<file path="src/rtl/waypoint_steering_decider_assert.svh">
// Assertion macros shared by the steering decider RTL.
// Each macro expects clk and arst_n in the scope where it is used.
`ifndef WAYPOINT_STEERING_DECIDER_ASSERT_SVH
`define WAYPOINT_STEERING_DECIDER_ASSERT_SVH

// Same-cycle implication, off while reset is asserted
`define WSD_ASSERT_IMP(lbl, ante, cons) \
	lbl: assert property (@(posedge clk) disable iff (!arst_n) (ante) |-> (cons)) \
		else $error("assertion failed");

// Next-cycle implication, off while reset is asserted
`define WSD_ASSERT_NXT(lbl, ante, cons) \
	lbl: assert property (@(posedge clk) disable iff (!arst_n) (ante) |=> (cons)) \
		else $error("assertion failed");

`endif

</file>
<file path="src/rtl/wsd_pkg.sv">
// Shared types and constants of the waypoint steering decider.
// No dependencies; used by every module of the block.
`timescale 1ns / 1ps
`default_nettype none

package wsd_pkg;

	typedef enum logic [1:0] {
		ACT_ARRIVED,
		ACT_REVERSE,
		ACT_AVOID,
		ACT_DRIVE
	} action_t;

	typedef enum logic [1:0] {
		REG_ARRIVE_TOL,
		REG_BACKOFF,
		REG_AVOID
	} cfg_reg_t;

	localparam logic [15:0] ARRIVE_TOL_RST = 16'd77;
	localparam logic [15:0] BACKOFF_RST    = 16'd102;
	localparam logic [15:0] AVOID_RST      = 16'd205;

	localparam logic signed [4:0] SPEED_REVERSE = -5'sd5;
	localparam logic signed [4:0] SPEED_AVOID   = 5'sd5;
	localparam logic signed [4:0] SPEED_DRIVE   = 5'sd10;
	localparam logic signed [8:0] STEER_REVERSE = -9'sd10;
	localparam logic signed [8:0] STEER_AVOID   = 9'sd45;

	// Classified item passed from front to back
	typedef struct packed {
		action_t            act;
		logic               left;
		logic signed [16:0] dx;
		logic signed [16:0] dy;
		logic signed [8:0]  hd;
	} wsd_item_t;

	// Fields carried alongside the CORDIC data
	typedef struct packed {
		action_t           act;
		logic              left;
		logic              zero;
		logic signed [8:0] hd;
	} wsd_side_t;

	localparam int QDEPTH = 4;
	localparam int QPTR_W = 2;
	localparam int QCNT_W = 3;

	localparam int XW = 28;  // CORDIC x/y width: 25 bit input, gain and sqrt2 growth
	localparam int ZW = 34;  // angle accumulator, radians Q2.30 plus headroom

	localparam logic signed [ZW-1:0] HALF_PI_Q30 = 34'sh0_6487_ED51;
	// Largest angle whose scaled value does not pass 180 degrees: floor(157*2^30/50)
	localparam logic signed [ZW-1:0] Z_HALF_TURN = 34'sd3371549327;

	// degrees = floor(|z| * 9000 / 2^30) / 157, the divide by reciprocal
	localparam logic [13:0] DEG_NUM   = 14'd9000;
	localparam logic [16:0] DIV157_M  = 17'd106862;  // ceil(2^24 / 157)
	localparam int          DIV157_SH = 24;

	function automatic logic [29:0] atan_q30(input logic [4:0] idx);
		logic [29:0] v;
		unique case (idx)
			5'd0:    v = 30'h3243F6A8;
			5'd1:    v = 30'h1DAC6705;
			5'd2:    v = 30'h0FADBAFC;
			5'd3:    v = 30'h07F56EA6;
			5'd4:    v = 30'h03FEAB76;
			5'd5:    v = 30'h01FFD55B;
			5'd6:    v = 30'h00FFFAAA;
			5'd7:    v = 30'h007FFF55;
			5'd8:    v = 30'h003FFFEA;
			5'd9:    v = 30'h001FFFFD;
			5'd10:   v = 30'h000FFFFF;
			5'd11:   v = 30'h0007FFFF;
			5'd12:   v = 30'h0003FFFF;
			5'd13:   v = 30'h0001FFFF;
			5'd14:   v = 30'h0000FFFF;
			5'd15:   v = 30'h00007FFF;
			5'd16:   v = 30'h00003FFF;
			5'd17:   v = 30'h00001FFF;
			5'd18:   v = 30'h00000FFF;
			5'd19:   v = 30'h000007FF;
			5'd20:   v = 30'h000003FF;
			5'd21:   v = 30'h000001FF;
			5'd22:   v = 30'h000000FF;
			5'd23:   v = 30'h0000007F;
			default: v = 30'h0;
		endcase
		return v;
	endfunction

endpackage

`default_nettype wire

</file>
<file path="src/rtl/wsd_front.sv">
// Front of the steering decider: configuration registers and item classification.
// Depends on wsd_pkg.
`timescale 1ns / 1ps
`default_nettype none

module wsd_front
	import wsd_pkg::*;
(
	input  wire logic               clk,
	input  wire logic               arst_n,
	input  wire logic               cfg_we,
	input  wire logic [1:0]         cfg_index,
	input  wire logic [15:0]        cfg_data,
	input  wire logic signed [15:0] current_x,
	input  wire logic signed [15:0] current_y,
	input  wire logic signed [8:0]  heading_deg,
	input  wire logic signed [15:0] target_x,
	input  wire logic signed [15:0] target_y,
	input  wire logic [15:0]        range_front,
	input  wire logic [15:0]        range_at_90,
	input  wire logic [15:0]        range_at_270,
	output wsd_item_t               item
);

	logic [15:0] tol_q;
	logic [15:0] backoff_q;
	logic [15:0] avoid_q;

	always_ff @(posedge clk or negedge arst_n) begin
		if (!arst_n) begin
			tol_q     <= ARRIVE_TOL_RST;
			backoff_q <= BACKOFF_RST;
			avoid_q   <= AVOID_RST;
		end else if (cfg_we) begin
			unique case (cfg_index)
				REG_ARRIVE_TOL: tol_q     <= cfg_data;
				REG_BACKOFF:    backoff_q <= cfg_data;
				REG_AVOID:      avoid_q   <= cfg_data;
				default: ;
			endcase
		end
	end

	logic signed [17:0] tol_e, cx_e, cy_e, tx_e, ty_e;
	logic               arrived;

	assign tol_e = signed'({2'b00, tol_q});
	assign cx_e  = 18'(current_x);
	assign cy_e  = 18'(current_y);
	assign tx_e  = 18'(target_x);
	assign ty_e  = 18'(target_y);

	// strictly inside the square around the target
	assign arrived = (cx_e > tx_e - tol_e) && (cx_e < tx_e + tol_e) &&
		(cy_e > ty_e - tol_e) && (cy_e < ty_e + tol_e);

	always_comb begin
		item.left = range_at_90 < range_at_270;
		item.dx   = 17'(target_x) - 17'(current_x);
		item.dy   = 17'(target_y) - 17'(current_y);
		item.hd   = heading_deg;
		priority if (arrived) begin
			item.act = ACT_ARRIVED;
		end else if (range_front < backoff_q) begin
			item.act = ACT_REVERSE;
		end else if (range_front < avoid_q) begin
			item.act = ACT_AVOID;
		end else begin
			item.act = ACT_DRIVE;
		end
	end

endmodule

`default_nettype wire

</file>
<file path="config.mk">
export PLATFORM = sky130hd
export DESIGN_NAME = wsd_front
export DESIGN_NICKNAME = d
export VERILOG_FILES = /design/src/rtl/waypoint_steering_decider_assert.svh /design/src/rtl/wsd_pkg.sv /design/src/rtl/wsd_front.sv
export SDC_FILE = /design/constraint.sdc
export NUM_CORES = 1
export LEC_CHECK = 0
export BUFFER_PORTS_ARGS = -buffer_cell sky130_fd_sc_hd__buf_2
export CORE_UTILIZATION = 39
export CTS_BUF_LIST = sky130_fd_sc_hd__clkbuf_16
export DETAILED_ROUTE_END_ITERATION = 6
export MAX_ROUTING_LAYER = met4
export PLACE_DENSITY_LB_ADDON = 0.3
export REMOVE_ABC_BUFFERS = 1
export SYNTH_ARGS = -nofsm -noshare
export SYNTH_HDL_FRONTEND = slang
export SYNTH_SLANG_ARGS = --single-unit
</file>
<file path="constraint.sdc">
create_clock -name clk -period 20.6 [get_ports clk]
set_input_delay 6.18 -clock clk [delete_from_list [all_inputs] [get_ports clk]]
set_output_delay 6.18 -clock clk [all_outputs]
set_load 0.05 [all_outputs]
</file>
==> flow_summary.json <==
{
  "outcome": "complete, no violations",
  "setup_viol": 0,
  "layoutNonFillerInstCount": 1528,
  "sw_frac_of_total_pct": 48.0,
  "peakVddDrop_uv": 68.4,
  "routed_via_density": 5.26,
  "clk_transition_reported_paths_ps": 60,
  "p_leak_uw": 0.00529,
  "worstSetupPathType": "in -> out",
  "grt_pass1_wl_mm": 37.3,
  "ctsHoldBuffers": 0,
  "die_w_um": 154,
  "path_buf_inv": 4,
  "coreArea_mm2": 0.0226,
  "drc": 0,
  "crit_required_ps": 14420,
  "rsz0062_at_grt": "no",
  "yosysTopAreaCell": "ha_1",
  "slowest_delay_ps": 550,
  "avgRoutedWirePerCell_um": 15.1,
  "yosys-top-cells-count": "ha_1 (213), inv_1 (137), a21oi_1 (88)",
  "grt_remaining_overflow": 0,
  "die-area_mm2": 0.0236,
  "ys_warn_count": 0,
  "cp_slowest_cell": "or4b_4",
  "place_ws_ps": 3520,
  "syn_area_per_cell_um2": 8.16,
  "multi_input_area_mm2": 0.00706,
  "post-cts-setup-buffers": 0,
  "gp_congestion": 0.882,
  "crit_fanout": 2,
  "ant_nets": 0,
  "fin_total_pwr_uw": 742,
  "fmax_ghz": 0.0583,
  "cap_viol_max_count": 0,
  "min_path_type": "reg -> reg",
  "num_rows": 55,
  "seqPwrFrac_pct": 17.3,
  "track_usage_pct": 20.0,
  "synth_top_cells_by_area": "ha_1 (30%), dfrtp_1 (9.8%), inv_1 (5.7%)",
  "clock_latency_ps": 290,
  "htree_levels": 2,
  "routed_wl_mm": 23.0,
  "clockBufferDepth": 2,
  "filler_cell_count": 2316,
  "dp.cells": 1519,
  "grt_pass1_vias": 7827,
  "vias": 8033,
  "cts_root_buf": "clkbuf_16",
  "async_flop_share_pct": 100,
  "arrival_ps": 10980,
  "drtIter0Drc": 339,
  "setup_tns_ps": 0,
  "ys_ff_latch": 48,
  "worstMarginPinSlew_ps": 923,
  "drive_gt1_share_pct": 19.5,
  "chipHeight_um": 154,
  "finalMaxSlewViolations": 0,
  "reg2reg_to": "tol_q[1]",
  "nets": 1602,
  "port_buffers": 169,
  "fin_crit_sh_pct": 83.3,
  "regArea_mm2": 0.00122,
  "r2r_slack_ps": 19580,
  "pwr-share-comb_pct": 70.2,
  "startpoint_type": "input port",
  "hold_viol": 0,
  "crit_family": "compound AO/OA/AOI/OAI gates",
  "synthToLayoutAreaGrowth_pct": 13.6,
  "cp-end-kind": "output pin",
  "syn_area_mm2": 0.00896,
  "power.internal_uw": 386,
  "cts_sinks": 48,
  "synthMostInstantiatedCell": "ha_1",
  "netlist_instances": 1097,
  "drt_first_pass_iters": 5,
  "synth_top_area_share_pct": 29.8,
  "dpl.hpwl_mm": 19.8,
  "grt_antenna_before_repair": 1,
  "grt_max_degree": 49,
  "yosysSeqAreaShare_pct": 13.6,
  "pin_count": 188,
  "cts_resized": 0,
  "synth-edff-count": 0,
  "hold_path_end": "avoid_q[5]",
  "skew_ps": 0,
  "slew_headroom_pct": 38.3,
  "clkPwrFrac_pct": 12.5,
  "path_cells": "buf_2 > inv_1 > ha_1 > inv_1 > fa_1 > a21oi_1 > o211a_1 > o31ai_1 > o41ai_1 > nor2_1 > a311oi_1 > o21ai_1 > xnor2_1 > ha_1 > nand4_1 > or2_1 > nor2_1 > a41oi_1 > o221ai_1 > or4b_4 > a211oi_2 > nor2b_1 > buf_2",
  "setup_ws_ps": 3440,
  "holdCritStartpoint": "avoid_q[5]",
  "yosysUniqueCellTypes": 68,
  "p_sw_uw": 356,
  "reg2reg_from": "tol_q[1]",
  "start_util_pct": 39.7,
  "hold_depth": 1,
  "cts_tree": "built",
  "synth_ff_type": "dfrtp_1",
  "power_density_mw_per_mm2": 72.9,
  "ff2ff_path_depth": 2,
  "numCtsBuffers": 5,
  "layout_min_cycle_time_ps": 17160,
  "final_util_pct": 45.1
}
flip-flops by register name, summed over array words and instances, names as in the netlist:
name / count
tol_q: 16
backoff_q: 16
avoid_q: 16
worst register-to-register path: cells and delay by family, from the launching register on:
kind | cells | cell delay (ps)
AO/OA/AOI/OAI | 1 | 140
buffers and inverters | 1 | 300
flip-flops | 1 | 460
cell type report:
class | instances | share of cell area, %
sequential | 48 | 12.0
inverter | 137 | 5.05
timing repair buffer | 171 | 8.46
multi-input combinational | 878 | 69.4
antenna | 1 | 0.0246
clock inverter | 3 | 0.369
clock buffer | 5 | 1.23
tap | 285 | 3.50
cell families (layout without fill, tap and decap cells):
family / Yosys count / count (layout) / share of synthesized area [%]
fa+ha+maj: 219 / 219 / 31.1
mux: 35 / 35 / 4.37
compound gates: 291 / 291 / 21.0
flops: 48 / 48 / 13.6
xor+xnor: 82 / 82 / 8.02
simple gates: 251 / 251 / 14.3
other cells: 0 / 1 / 0
buf+inv: 171 / 316 / 7.63
stage by stage:
step / hold WS (ps) / cell area, um^2
global route: 512 / 10200
global placement: 487 / 10000
finish: 506 / 10200
CTS: 507 / 10200
detailed placement: 493 / 10000
floorplan: 479 / 8790
power by group through the flow:
stage | Sequential (uW) | Combinational [uW] | Clock, uW
global route | 131 | 585 | 97.2
CTS | 128 | 522 | 94.0
finish | 128 | 521 | 92.6
floorplan | 124 | 394 | 0
global placement | 129 | 511 | 0
detailed placement | 130 | 519 | 0
per-layer routing:
layer	up-vias	part of all wire, %	GRT usage [%]
li1	4169	-	-
met1	3652	50	26.1
met2	203	45	33.6
met3	9	5.0	2.45
met4	0	0.58	2.67
met5	-	0	-
layout by cell type (no fill, tap or decap), drive strengths merged, types with 8 or more instances in the layout:
cell    Yosys  routed
ha        213     213
or2         9       9
buf        14     171
dfstp      13      13
xor2       25      25
a211oi     13      13
inv       137     137
a31oi       8       8
nor2b      22      22
dfrtp      35      35
nand2b     20      20
nand2      38      38
or3        11      11
a21oi      89      89
nor3       28      28
o21a       13      13
nand4      14      14
o21bai      8       8
nand3       8       8
o21ai      61      61
xnor2      57      57
a21o       45      45
nor2       72      72
mux2       33      33
worst max-delay path by stage:
stage	startpoint	endpoint	depth (start not counted)
after CTS	target_y[0]	item[45]	23
after global routing	target_y[0]	item[45]	23
after global placement	target_y[0]	item[45]	23
after floorplan	target_y[0]	item[44]	21
final	target_y[0]	item[45]	23
after detailed placement	target_y[0]	item[44]	23
No activity file was read; power rests on OpenSTA's default activity.
