`config.mk`:
```
export PLATFORM = sky130hd
export DESIGN_NAME = wsd_queue
export DESIGN_NICKNAME = d
export VERILOG_FILES = /design/src/rtl/wsd_pkg.sv /design/src/rtl/wsd_queue.sv
export VERILOG_INCLUDE_DIRS = /design/src /design/src/rtl
export SDC_FILE = /design/constraint.sdc
export NUM_CORES = 1
export LEC_CHECK = 0
export BUFFER_PORTS_ARGS = -buffer_cell sky130_fd_sc_hd__clkbuf_2
export CELL_PAD_IN_SITES_DETAIL_PLACEMENT = 2
export CELL_PAD_IN_SITES_GLOBAL_PLACEMENT = 2
export CORE_MARGIN = 8
export CORE_UTILIZATION = 45
export CTS_BUF_LIST = sky130_fd_sc_hd__clkbuf_8 sky130_fd_sc_hd__clkbuf_16
export DETAILED_ROUTE_END_ITERATION = 16
export PLACE_DENSITY_LB_ADDON = 0.1
export SYNTH_ARGS = -nofsm -noshare
export SYNTH_HDL_FRONTEND = slang
export SYNTH_SLANG_ARGS = --single-unit
```
`constraint.sdc`:
```
create_clock -name clk -period 3.3 [get_ports clk]
set_input_delay 0.33 -clock clk [delete_from_list [all_inputs] [get_ports clk]]
set_output_delay 0.33 -clock clk [all_outputs]
set_load 0.05 [all_outputs]
```
`src/rtl/waypoint_steering_decider_assert.svh`:
```
// Assertion macros shared by the steering decider RTL.
// Each macro expects clk and arst_n in the scope where it is used.
`ifndef WAYPOINT_STEERING_DECIDER_ASSERT_SVH
`define WAYPOINT_STEERING_DECIDER_ASSERT_SVH

// Same-cycle implication, off while reset is asserted
`define WSD_ASSERT_IMP(lbl, ante, cons) \
	lbl: assert property (@(posedge clk) disable iff (!arst_n) (ante) |-> (cons)) \
		else $error("assertion failed");

// Next-cycle implication, off while reset is asserted
`define WSD_ASSERT_NXT(lbl, ante, cons) \
	lbl: assert property (@(posedge clk) disable iff (!arst_n) (ante) |=> (cons)) \
		else $error("assertion failed");

`endif

```
`src/rtl/wsd_pkg.sv`:
```
// Shared types and constants of the waypoint steering decider.
// No dependencies; used by every module of the block.
`timescale 1ns / 1ps
`default_nettype none

package wsd_pkg;

	typedef enum logic [1:0] {
		ACT_ARRIVED,
		ACT_REVERSE,
		ACT_AVOID,
		ACT_DRIVE
	} action_t;

	typedef enum logic [1:0] {
		REG_ARRIVE_TOL,
		REG_BACKOFF,
		REG_AVOID
	} cfg_reg_t;

	localparam logic [15:0] ARRIVE_TOL_RST = 16'd77;
	localparam logic [15:0] BACKOFF_RST    = 16'd102;
	localparam logic [15:0] AVOID_RST      = 16'd205;

	localparam logic signed [4:0] SPEED_REVERSE = -5'sd5;
	localparam logic signed [4:0] SPEED_AVOID   = 5'sd5;
	localparam logic signed [4:0] SPEED_DRIVE   = 5'sd10;
	localparam logic signed [8:0] STEER_REVERSE = -9'sd10;
	localparam logic signed [8:0] STEER_AVOID   = 9'sd45;

	// Classified item passed from front to back
	typedef struct packed {
		action_t            act;
		logic               left;
		logic signed [16:0] dx;
		logic signed [16:0] dy;
		logic signed [8:0]  hd;
	} wsd_item_t;

	// Fields carried alongside the CORDIC data
	typedef struct packed {
		action_t           act;
		logic              left;
		logic              zero;
		logic signed [8:0] hd;
	} wsd_side_t;

	localparam int QDEPTH = 4;
	localparam int QPTR_W = 2;
	localparam int QCNT_W = 3;

	localparam int XW = 28;  // CORDIC x/y width: 25 bit input, gain and sqrt2 growth
	localparam int ZW = 34;  // angle accumulator, radians Q2.30 plus headroom

	localparam logic signed [ZW-1:0] HALF_PI_Q30 = 34'sh0_6487_ED51;
	// Largest angle whose scaled value does not pass 180 degrees: floor(157*2^30/50)
	localparam logic signed [ZW-1:0] Z_HALF_TURN = 34'sd3371549327;

	// degrees = floor(|z| * 9000 / 2^30) / 157, the divide by reciprocal
	localparam logic [13:0] DEG_NUM   = 14'd9000;
	localparam logic [16:0] DIV157_M  = 17'd106862;  // ceil(2^24 / 157)
	localparam int          DIV157_SH = 24;

	function automatic logic [29:0] atan_q30(input logic [4:0] idx);
		logic [29:0] v;
		unique case (idx)
			5'd0:    v = 30'h3243F6A8;
			5'd1:    v = 30'h1DAC6705;
			5'd2:    v = 30'h0FADBAFC;
			5'd3:    v = 30'h07F56EA6;
			5'd4:    v = 30'h03FEAB76;
			5'd5:    v = 30'h01FFD55B;
			5'd6:    v = 30'h00FFFAAA;
			5'd7:    v = 30'h007FFF55;
			5'd8:    v = 30'h003FFFEA;
			5'd9:    v = 30'h001FFFFD;
			5'd10:   v = 30'h000FFFFF;
			5'd11:   v = 30'h0007FFFF;
			5'd12:   v = 30'h0003FFFF;
			5'd13:   v = 30'h0001FFFF;
			5'd14:   v = 30'h0000FFFF;
			5'd15:   v = 30'h00007FFF;
			5'd16:   v = 30'h00003FFF;
			5'd17:   v = 30'h00001FFF;
			5'd18:   v = 30'h00000FFF;
			5'd19:   v = 30'h000007FF;
			5'd20:   v = 30'h000003FF;
			5'd21:   v = 30'h000001FF;
			5'd22:   v = 30'h000000FF;
			5'd23:   v = 30'h0000007F;
			default: v = 30'h0;
		endcase
		return v;
	endfunction

endpackage

`default_nettype wire

```
`src/rtl/wsd_queue.sv`:
```
// Short register queue between the front and back of the steering decider.
// Depends on wsd_pkg.
`timescale 1ns / 1ps
`default_nettype none

module wsd_queue
	import wsd_pkg::*;
(
	input  wire logic      clk,
	input  wire logic      arst_n,
	input  wire logic      wr,
	input  wire wsd_item_t wr_item,
	output logic           full,
	input  wire logic      rd,
	output wsd_item_t      rd_item,
	output logic           empty
);

	wsd_item_t          slot_q [QDEPTH];
	logic [QPTR_W-1:0]  wr_ptr_q;
	logic [QPTR_W-1:0]  rd_ptr_q;
	logic [QCNT_W-1:0]  cnt_q;
	logic               do_wr, do_rd;

	assign full    = cnt_q == QCNT_W'(QDEPTH);
	assign empty   = cnt_q == '0;
	assign do_wr   = wr && !full;
	assign do_rd   = rd && !empty;
	assign rd_item = slot_q[rd_ptr_q];

	always_ff @(posedge clk) begin
		if (do_wr) begin
			slot_q[wr_ptr_q] <= wr_item;
		end
	end

	always_ff @(posedge clk or negedge arst_n) begin
		if (!arst_n) begin
			wr_ptr_q <= '0;
			rd_ptr_q <= '0;
			cnt_q    <= '0;
		end else begin
			if (do_wr) begin
				wr_ptr_q <= wr_ptr_q + 1'b1;
			end
			if (do_rd) begin
				rd_ptr_q <= rd_ptr_q + 1'b1;
			end
			unique case ({do_wr, do_rd})
				2'b10:   cnt_q <= cnt_q + 1'b1;
				2'b01:   cnt_q <= cnt_q - 1'b1;
				default: cnt_q <= cnt_q;
			endcase
		end
	end

	`include "waypoint_steering_decider_assert.svh"

	`WSD_ASSERT_IMP(a_cnt_bound, 1'b1, cnt_q <= QCNT_W'(QDEPTH))
	`WSD_ASSERT_NXT(a_cnt_up, do_wr && !do_rd, cnt_q == $past(cnt_q) + 1'b1)
	`WSD_ASSERT_NXT(a_ptr_gap, 1'b1, QPTR_W'(wr_ptr_q - rd_ptr_q) == QPTR_W'(cnt_q))

endmodule

`default_nettype wire

```
==> results of run 1 <==
==> through the flow <==
step / hold WS (ns) / cells / setup WS [ns]
3_3_place_gp: 0.186 / 584 / 1.17
2_1_floorplan: 0.0344 / 277 / 0.818
4_1_cts: 0.105 / 617 / 0.700
5_1_grt: 0.107 / 617 / 0.637
6_report: 0.122 / 617 / 0.756
3_5_place_dp: 0.178 / 584 / 1.10
==> where the power goes <==
group | leakage [nW] | switching (mW) | internal, mW
clock | 0.245 | 0.876 | 0.956
sequential | 1.77 | 0.199 | 3.22
combinational | 0.893 | 2.40 | 1.04
==> timing repair <==
action,CTS,global route
endpoints found under the setup margin,0,0
endpoints found under the hold margin,7,0
hold buffers,1,0
==> layout make-up <==
class	instances	share of cell area [%]
clock buffers	17	5.07
inverters	6	0.268
repair buffers	107	7.30
flip-flops and latches	191	68.0
clock inverters	15	1.16
multi-input cells	70	15.1
well taps	211	3.15
==> synthesized netlist by cell type <==
cell / instances / area [µm²]
and2_1: 4 / 25.0
buf_2: 4 / 20.0
buf_4: 2 / 15.0
buf_6: 3 / 33.8
clkbuf_1: 1 / 3.75
dfrtp_1: 7 / 175
edfxtp_1: 184 / 5530
fa_1: 1 / 20.0
ha_1: 5 / 62.6
inv_1: 6 / 22.5
mux2_2: 1 / 11.3
mux2i_1: 1 / 10.0
mux4_2: 46 / 1040
nand2_1: 1 / 3.75
nor2_1: 1 / 3.75
nor2b_2: 1 / 8.76
nor3_1: 1 / 5.00
nor3b_2: 1 / 12.5
o31a_1: 1 / 8.76
xnor2_1: 3 / 26.3
xor2_1: 3 / 26.3
==> final timing paths <==
check | depth (start not counted) | endpoint
worst max-delay path | 3 | rd_item[5]
worst min-delay path | 1 | slot_q[3][3]
worst max register to register | 4 | slot_q[1][7]
worst min register to register | 1 | cnt_q[2]
max in group asynchronous | 2 | rd_ptr_q[0]
min in group asynchronous | 2 | cnt_q[0]
==> sequential cells by signal (all words and copies together) (netlist names) <==
name and flops:
slot_q 184, cnt_q 3, rd_ptr_q 2, wr_ptr_q 2
==> per-layer routing <==
layer / vias up / wire length [µm] / GRT usage, %
li1: 1393 / - / -
met4: 2 / 172 / 5.71
met3: 16 / 677 / 4.15
met5: - / 15 / 0
met2: 73 / 8110 / 27.9
met1: 1694 / 6250 / 19.2
==> cells by family (layout without fill, tap and decap cells) <==
family / Yosys count / count (layout)
DFF: 191 / 191
muxes: 48 / 48
buffers and inverters: 16 / 145
and+or+nand+nor: 9 / 9
adders and majority gates: 6 / 6
xor gates and xnor gates: 6 / 6
AOI/OAI and AO/OA: 1 / 1
==> critical path, delay by kind of cell (launching register included) <==
family	cells	cell delay [ns]
buf+inv	2	0.62
flops	1	0.59
mux	1	0.58
==> results_dict.tcl, run 1 <==
set metrics [dict create \
    max_freq_mhz 393 \
    drive_gt1_share_pct 46.6 \
    drt-total-wl_mm 15.2 \
    status "finished, final reports clean" \
    post_cts_buffers 0 \
    maxCapViolations 0 \
    synth_compound_area_share_pct 0.124 \
    min_period_ns 2.54 \
    synth.net_count 333 \
    ys_seq_elements 191 \
    crit_type "flip-flop to output pin" \
    slew_headroom_pct 49.5 \
    vias 3178 \
    register_area_um2 5710 \
    first_pass_iters 4 \
    startpoint_type "flip-flop" \
    grt_first_pass_wirelength_mm 23.0 \
    wl_per_cell_um 24.7 \
    rows 45 \
    cp_max_fo 14 \
    r2r_slack_ns 1.16 \
    cts_buffers 17 \
    grtUsageTotal_pct 16.1 \
    fin_skew_ns 0.0131 \
    rsz0062_at_grt "no" \
    fin_crit_sh_pct 77.1 \
    port_buffers 97 \
    drc 0 \
    place_area_um2 7860 \
    clock-sinks 191 \
    p_leak_nw 2.90 \
    synth_xor_area_share_pct 0.745 \
    finalSetupTns_ns 0 \
    grt_pass1_vias 3741 \
    dieHeight_um 141 \
    fin_util_pct 55.0 \
    ys_seq_area_share_pct 80.8 \
    drtIter0Drc 173 \
    synthesis.area_um2 7060 \
    min-delay-start "wr_item[3]" \
    synthDistinctLibCells 21 \
    antenna_cells 0 \
    multi_input_area_um2 1260 \
    critical_path.max_stage_delay_ns 0.59 \
    tightest_slew_ns 0.757 \
    setup_viol 0 \
    overflow 0 \
    vias_per_cell 5.15 \
    critPathRequiredTime_ns 2.97 \
    cellPowerDensity_nw_per_um2 1040 \
    antenna_found_initial 1 \
    endpoint_kind "output pin" \
    cts-root-buf "clkbuf_16" \
    area_growth_pct 19.0 \
    irDropWorstVdd_mv 0.548 \
    layout_common_cells "edfxtp_1 (184), clkbuf_2 (97), mux4_2 (46), clkbuf_16 (17), inv_1 (7)" \
    die_w_um 141 \
    nets 449 \
    yosys.area_share.simple_pct 0.833 \
    synth_top_family_by_area "multiplexers" \
    reg2reg_from "cnt_q[2]" \
    postSynthAreaPerCell_um2 25.5 \
    ant_nets 0 \
    yosys.area_share.adder_pct 1.17 \
    hold_viol_final 0 \
    cp-startpoint "rd_ptr_q[0]" \
    cts_max_level 4 \
    io_pins 98 \
    synthCells 277 \
    cts_tree "done" \
    yosysWarnings 0 \
    start_util_pct 46.2 \
    clock_path_buffers 2 \
    critPathArrivalTime_ns 2.21 \
    cts_resized 0 \
    clk_pin_slew_ns 0.06 \
    fill_cells 1277 \
    path_cells "buf_4, mux4_2, clkbuf_2" \
    synthMuxAreaShare_pct 15.0 \
    report.final.slew_viol_count 0 \
    hp-class "input pin to flip-flop" \
    clk_latency_ns 0.43 \
    power_mw 8.69 \
    dp_hpwl_mm 10.1 \
    gp_congestion 0.702 \
    die-area_um2 19900 \
    final_common_cell "edfxtp_1" \
    fin_area_um2 8390 \
    crit_path_top_delay_cell "dfrtp_4" \
    grt_max_degree 27 \
    core_area_um2 15300 \
]
No activity file was read; power rests on OpenSTA's default activity.
==> inputs of run 2 (changes only) <==
--- a/config.mk
+++ b/config.mk
@@ -6,11 +6,12 @@
 export SDC_FILE = /design/constraint.sdc
 export NUM_CORES = 1
 export LEC_CHECK = 0
+export ABC_AREA = 1
 export BUFFER_PORTS_ARGS = -buffer_cell sky130_fd_sc_hd__clkbuf_2
 export CELL_PAD_IN_SITES_DETAIL_PLACEMENT = 2
 export CELL_PAD_IN_SITES_GLOBAL_PLACEMENT = 2
 export CORE_MARGIN = 8
-export CORE_UTILIZATION = 45
+export CORE_UTILIZATION = 36
 export CTS_BUF_LIST = sky130_fd_sc_hd__clkbuf_8 sky130_fd_sc_hd__clkbuf_16
 export DETAILED_ROUTE_END_ITERATION = 16
 export PLACE_DENSITY_LB_ADDON = 0.1
==> constraint.sdc (replaced) <==
create_clock -name clk -period 2.07 [get_ports clk]
set_input_delay 0.207 -clock clk [delete_from_list [all_inputs] [get_ports clk]]
set_output_delay 0.207 -clock clk [all_outputs]
set_load 0.05 [all_outputs]
==> run 2 against run 1 <==
Compared with the run above: the flow now finishes with violations (negative setup slack); routed wire length increased by 43%; combinational power grew to 2.9 times the previous value; synthesized cell count rose by 120%; hold slack worse by 0.098 ns; core utilization shrank 5.0 points; critical path type unchanged; highest routed layer is now met4.
==> results_dict.tcl, run 2 <==
set metrics [dict create \
    dieHeight_um 163 \
    tightest_slew_ns 0.367 \
    synth_edf_count 184 \
    setup_viol 1 \
    slew_headroom_pct 75.6 \
    synth_ff_type "edfxtp_1" \
    synthesis.area_um2 7770 \
    critPathRequiredTime_ns 1.86 \
    synthDistinctLibCells 17 \
    cp_num_cells 5 \
    maxCapViolations 0 \
    vias 5094 \
    clk_latency_ns 0.44 \
    timing.hold.ws_ns 0.0247 \
    min_period_ns 2.08 \
    crit_path_top_delay_cell "dfrtp_2" \
    drtIter0Drc 189 \
    max_freq_mhz 482 \
    violations "negative setup slack" \
    startpoint_type "flip-flop" \
    cts-root-buf "clkbuf_16" \
    endpoint_kind "output pin" \
    critPathArrivalTime_ns 1.87 \
    report.final.slew_viol_count 0 \
    stdcell_count 1037 \
    cp-startpoint "rd_ptr_q[0]" \
    r2r_slack_ns 0.22 \
    reg2reg_depth 8 \
    critical_path.max_stage_delay_ns 0.46 \
    clock_path_buffers 2 \
    postSynthAreaPerCell_um2 13.0 \
    start_util_pct 36.9 \
    reg_top3 "slot_q: 184 flops, cnt_q: 3 flops" \
    yosysTopAreaCell "edfxtp_1" \
    cts_max_level 4 \
    antenna_cells 0 \
    ys_seq_elements 191 \
    regMostFlops "slot_q" \
    cellPowerDensity_nw_per_um2 1760 \
    antenna_found_initial 0 \
    synth.most_common_cell "edfxtp_1" \
    reg2reg_from "cnt_q[1]" \
    synth.top_cell.area_share_pct 71.1 \
    critPathTopFamily "buffers and inverters" \
    fin_crit_sh_pct 100 \
    die_w_um 163 \
    endpoint "rd_item[21]" \
    yosys-top-cells-area "edfxtp_1 (71%), o211ai_1 (8.9%), nand2_1 (7.5%)" \
    grt_max_degree 81 \
    crit_type "flip-flop to output pin" \
    port_buffers 97 \
    fin_skew_ns 0.0110 \
    grt_pass1_vias 5713 \
    cts_buffers 17 \
    final_common_cell "edfxtp_1" \
    irDropWorstVdd_mv 0.986 \
    path_cells "clkinv_8, clkbuf_16, o211ai_1, nand2_1, buf_12" \
    io_pins 98 \
    area_growth_pct 35.5 \
    overflow 0 \
    power_mw 18.6 \
    clk_pin_slew_ns 0.08 \
    core_area_um2 21100 \
    die-area_um2 26600 \
    rsz0062_at_grt "yes" \
    synth_common_cells "edfxtp_1 (184), nand2_1 (156), inv_1 (107), o211ai_1 (92), buf_6 (14)" \
    dp_cells 957 \
    drive_gt1_share_pct 21.9 \
    ant_nets 0 \
    vias_per_cell 4.91 \
    layout_setup_ws_ns -0.00635 \
    rows 53 \
    fill_cells 2016 \
    dp_hpwl_mm 12.9 \
    cts_tree "done" \
    clock-sinks 191 \
    ys_seq_area_share_pct 73.3 \
    layout_common_cells "edfxtp_1 (184), nand2_1 (151), inv_1 (107), o211ai_1 (92)" \
    grtUsageTotal_pct 16.0 \
    p_leak_nw 4.28 \
    synth.net_count 654 \
    post_cts_buffers 0 \
    timing.rr.end "cnt_q[1]" \
    largest_reg_flops 184 \
    first_pass_iters 4 \
    hold_viol_final 0 \
    nets 805 \
    grt_first_pass_wirelength_mm 31.9 \
    status "complete, but fails checks" \
    hp-class "input pin to flip-flop" \
    async_reset_ff_share_pct 3.66 \
    synthCells 598 \
    gp_congestion 0.707 \
    drc 0 \
    cp_max_fo 18 \
    drt-total-wl_mm 21.8 \
    crit_buf_inv 3 \
    wl_per_cell_um 21.0 \
    yosysWarnings 0 \
]
[run 2: cell types whose count changed after synthesis, sizes merged, moves of 7 or more]
cell	before	now
buf	9	23
inv	6	109
mux4	46	0
nand2	1	156
nand3	0	7
o211ai	0	92
[run 2: how the worst min path moves through the flow]
stage,cells past startpoint,slack (ns),to,from
after floorplan,0,-0.09,cnt_q[0],arst_n
after global placement,1,0.06,wr_ptr_q[1],arst_n
after detailed placement,1,0.06,cnt_q[2],arst_n
after CTS,1,0.004,slot_q[2][22],wr_item[22]
after global routing,1,0.009,slot_q[1][10],wr_item[10]
final,1,0.02,slot_q[1][10],wr_item[10]
[run 2: final cells by class]
type / instances / area [µm²] / area share, %
Sequential cell: 191 / 5700 / 54.1
Timing Repair Buffer: 162 / 1970 / 18.7
Multi-Input combinational cell: 268 / 1480 / 14.1
Clock buffer: 17 / 425 / 4.04
Inverter: 109 / 422 / 4.00
Tap cell: 275 / 344 / 3.27
Clock inverter: 15 / 190 / 1.81
[run 2: kinds of logic (layout without fill, tap and decap cells)]
logic type,after synthesis,count (layout),synth area share [%]
and+or+nand+nor,168,168,8.26
AOI/OAI and AO/OA,93,93,8.95
adders and majority gates,6,6,1.06
xor gates and xnor gates,1,1,0.113
buffers and inverters,139,303,8.30
DFF,191,191,73.3
[run 2: per-layer routing]
| layer | wire (µm) | global-route usage, % | share of wire, % |
|---|---|---|---|
| met1 | 8750 | 17.3 | 40 |
| met2 | 12100 | 30.2 | 55 |
| met3 | 744 | 3.97 | 3.4 |
| met4 | 194 | 4.30 | 0.89 |
| met5 | 0 | 0 | 0 |
[run 2: timing repair]
item,CTS,global route
resized for setup,0,18
pin swaps,0,2
hold buffers,42,0
endpoints found under the setup margin,29,48
cloned,0,6
endpoints found under the hold margin,170,0
[run 2: report_power, final]
group	leakage, nW	switching, mW	internal, mW
Sequential	1.77	0.247	5.09
Combinational	2.21	5.92	3.95
Clock	0.300	1.62	1.75
Total	4.28	7.78	10.8
[run 2: per-stage QoR]
step | setup TNS, ns | worst slack [ns] | area, µm² | utilization, %
3_5_place_dp | 0 | 0.215 | 9310 | 44.1
3_3_place_gp | 0 | 0.316 | 9310 | 44.1
5_1_grt | -0.377 | -0.0506 | 10500 | 50.0
2_1_floorplan | -54.98 | -0.299 | 7780 | -
6_report | -0.00635 | -0.00635 | 10500 | 50.0
4_1_cts | -0.704 | -0.0795 | 10300 | 49.1
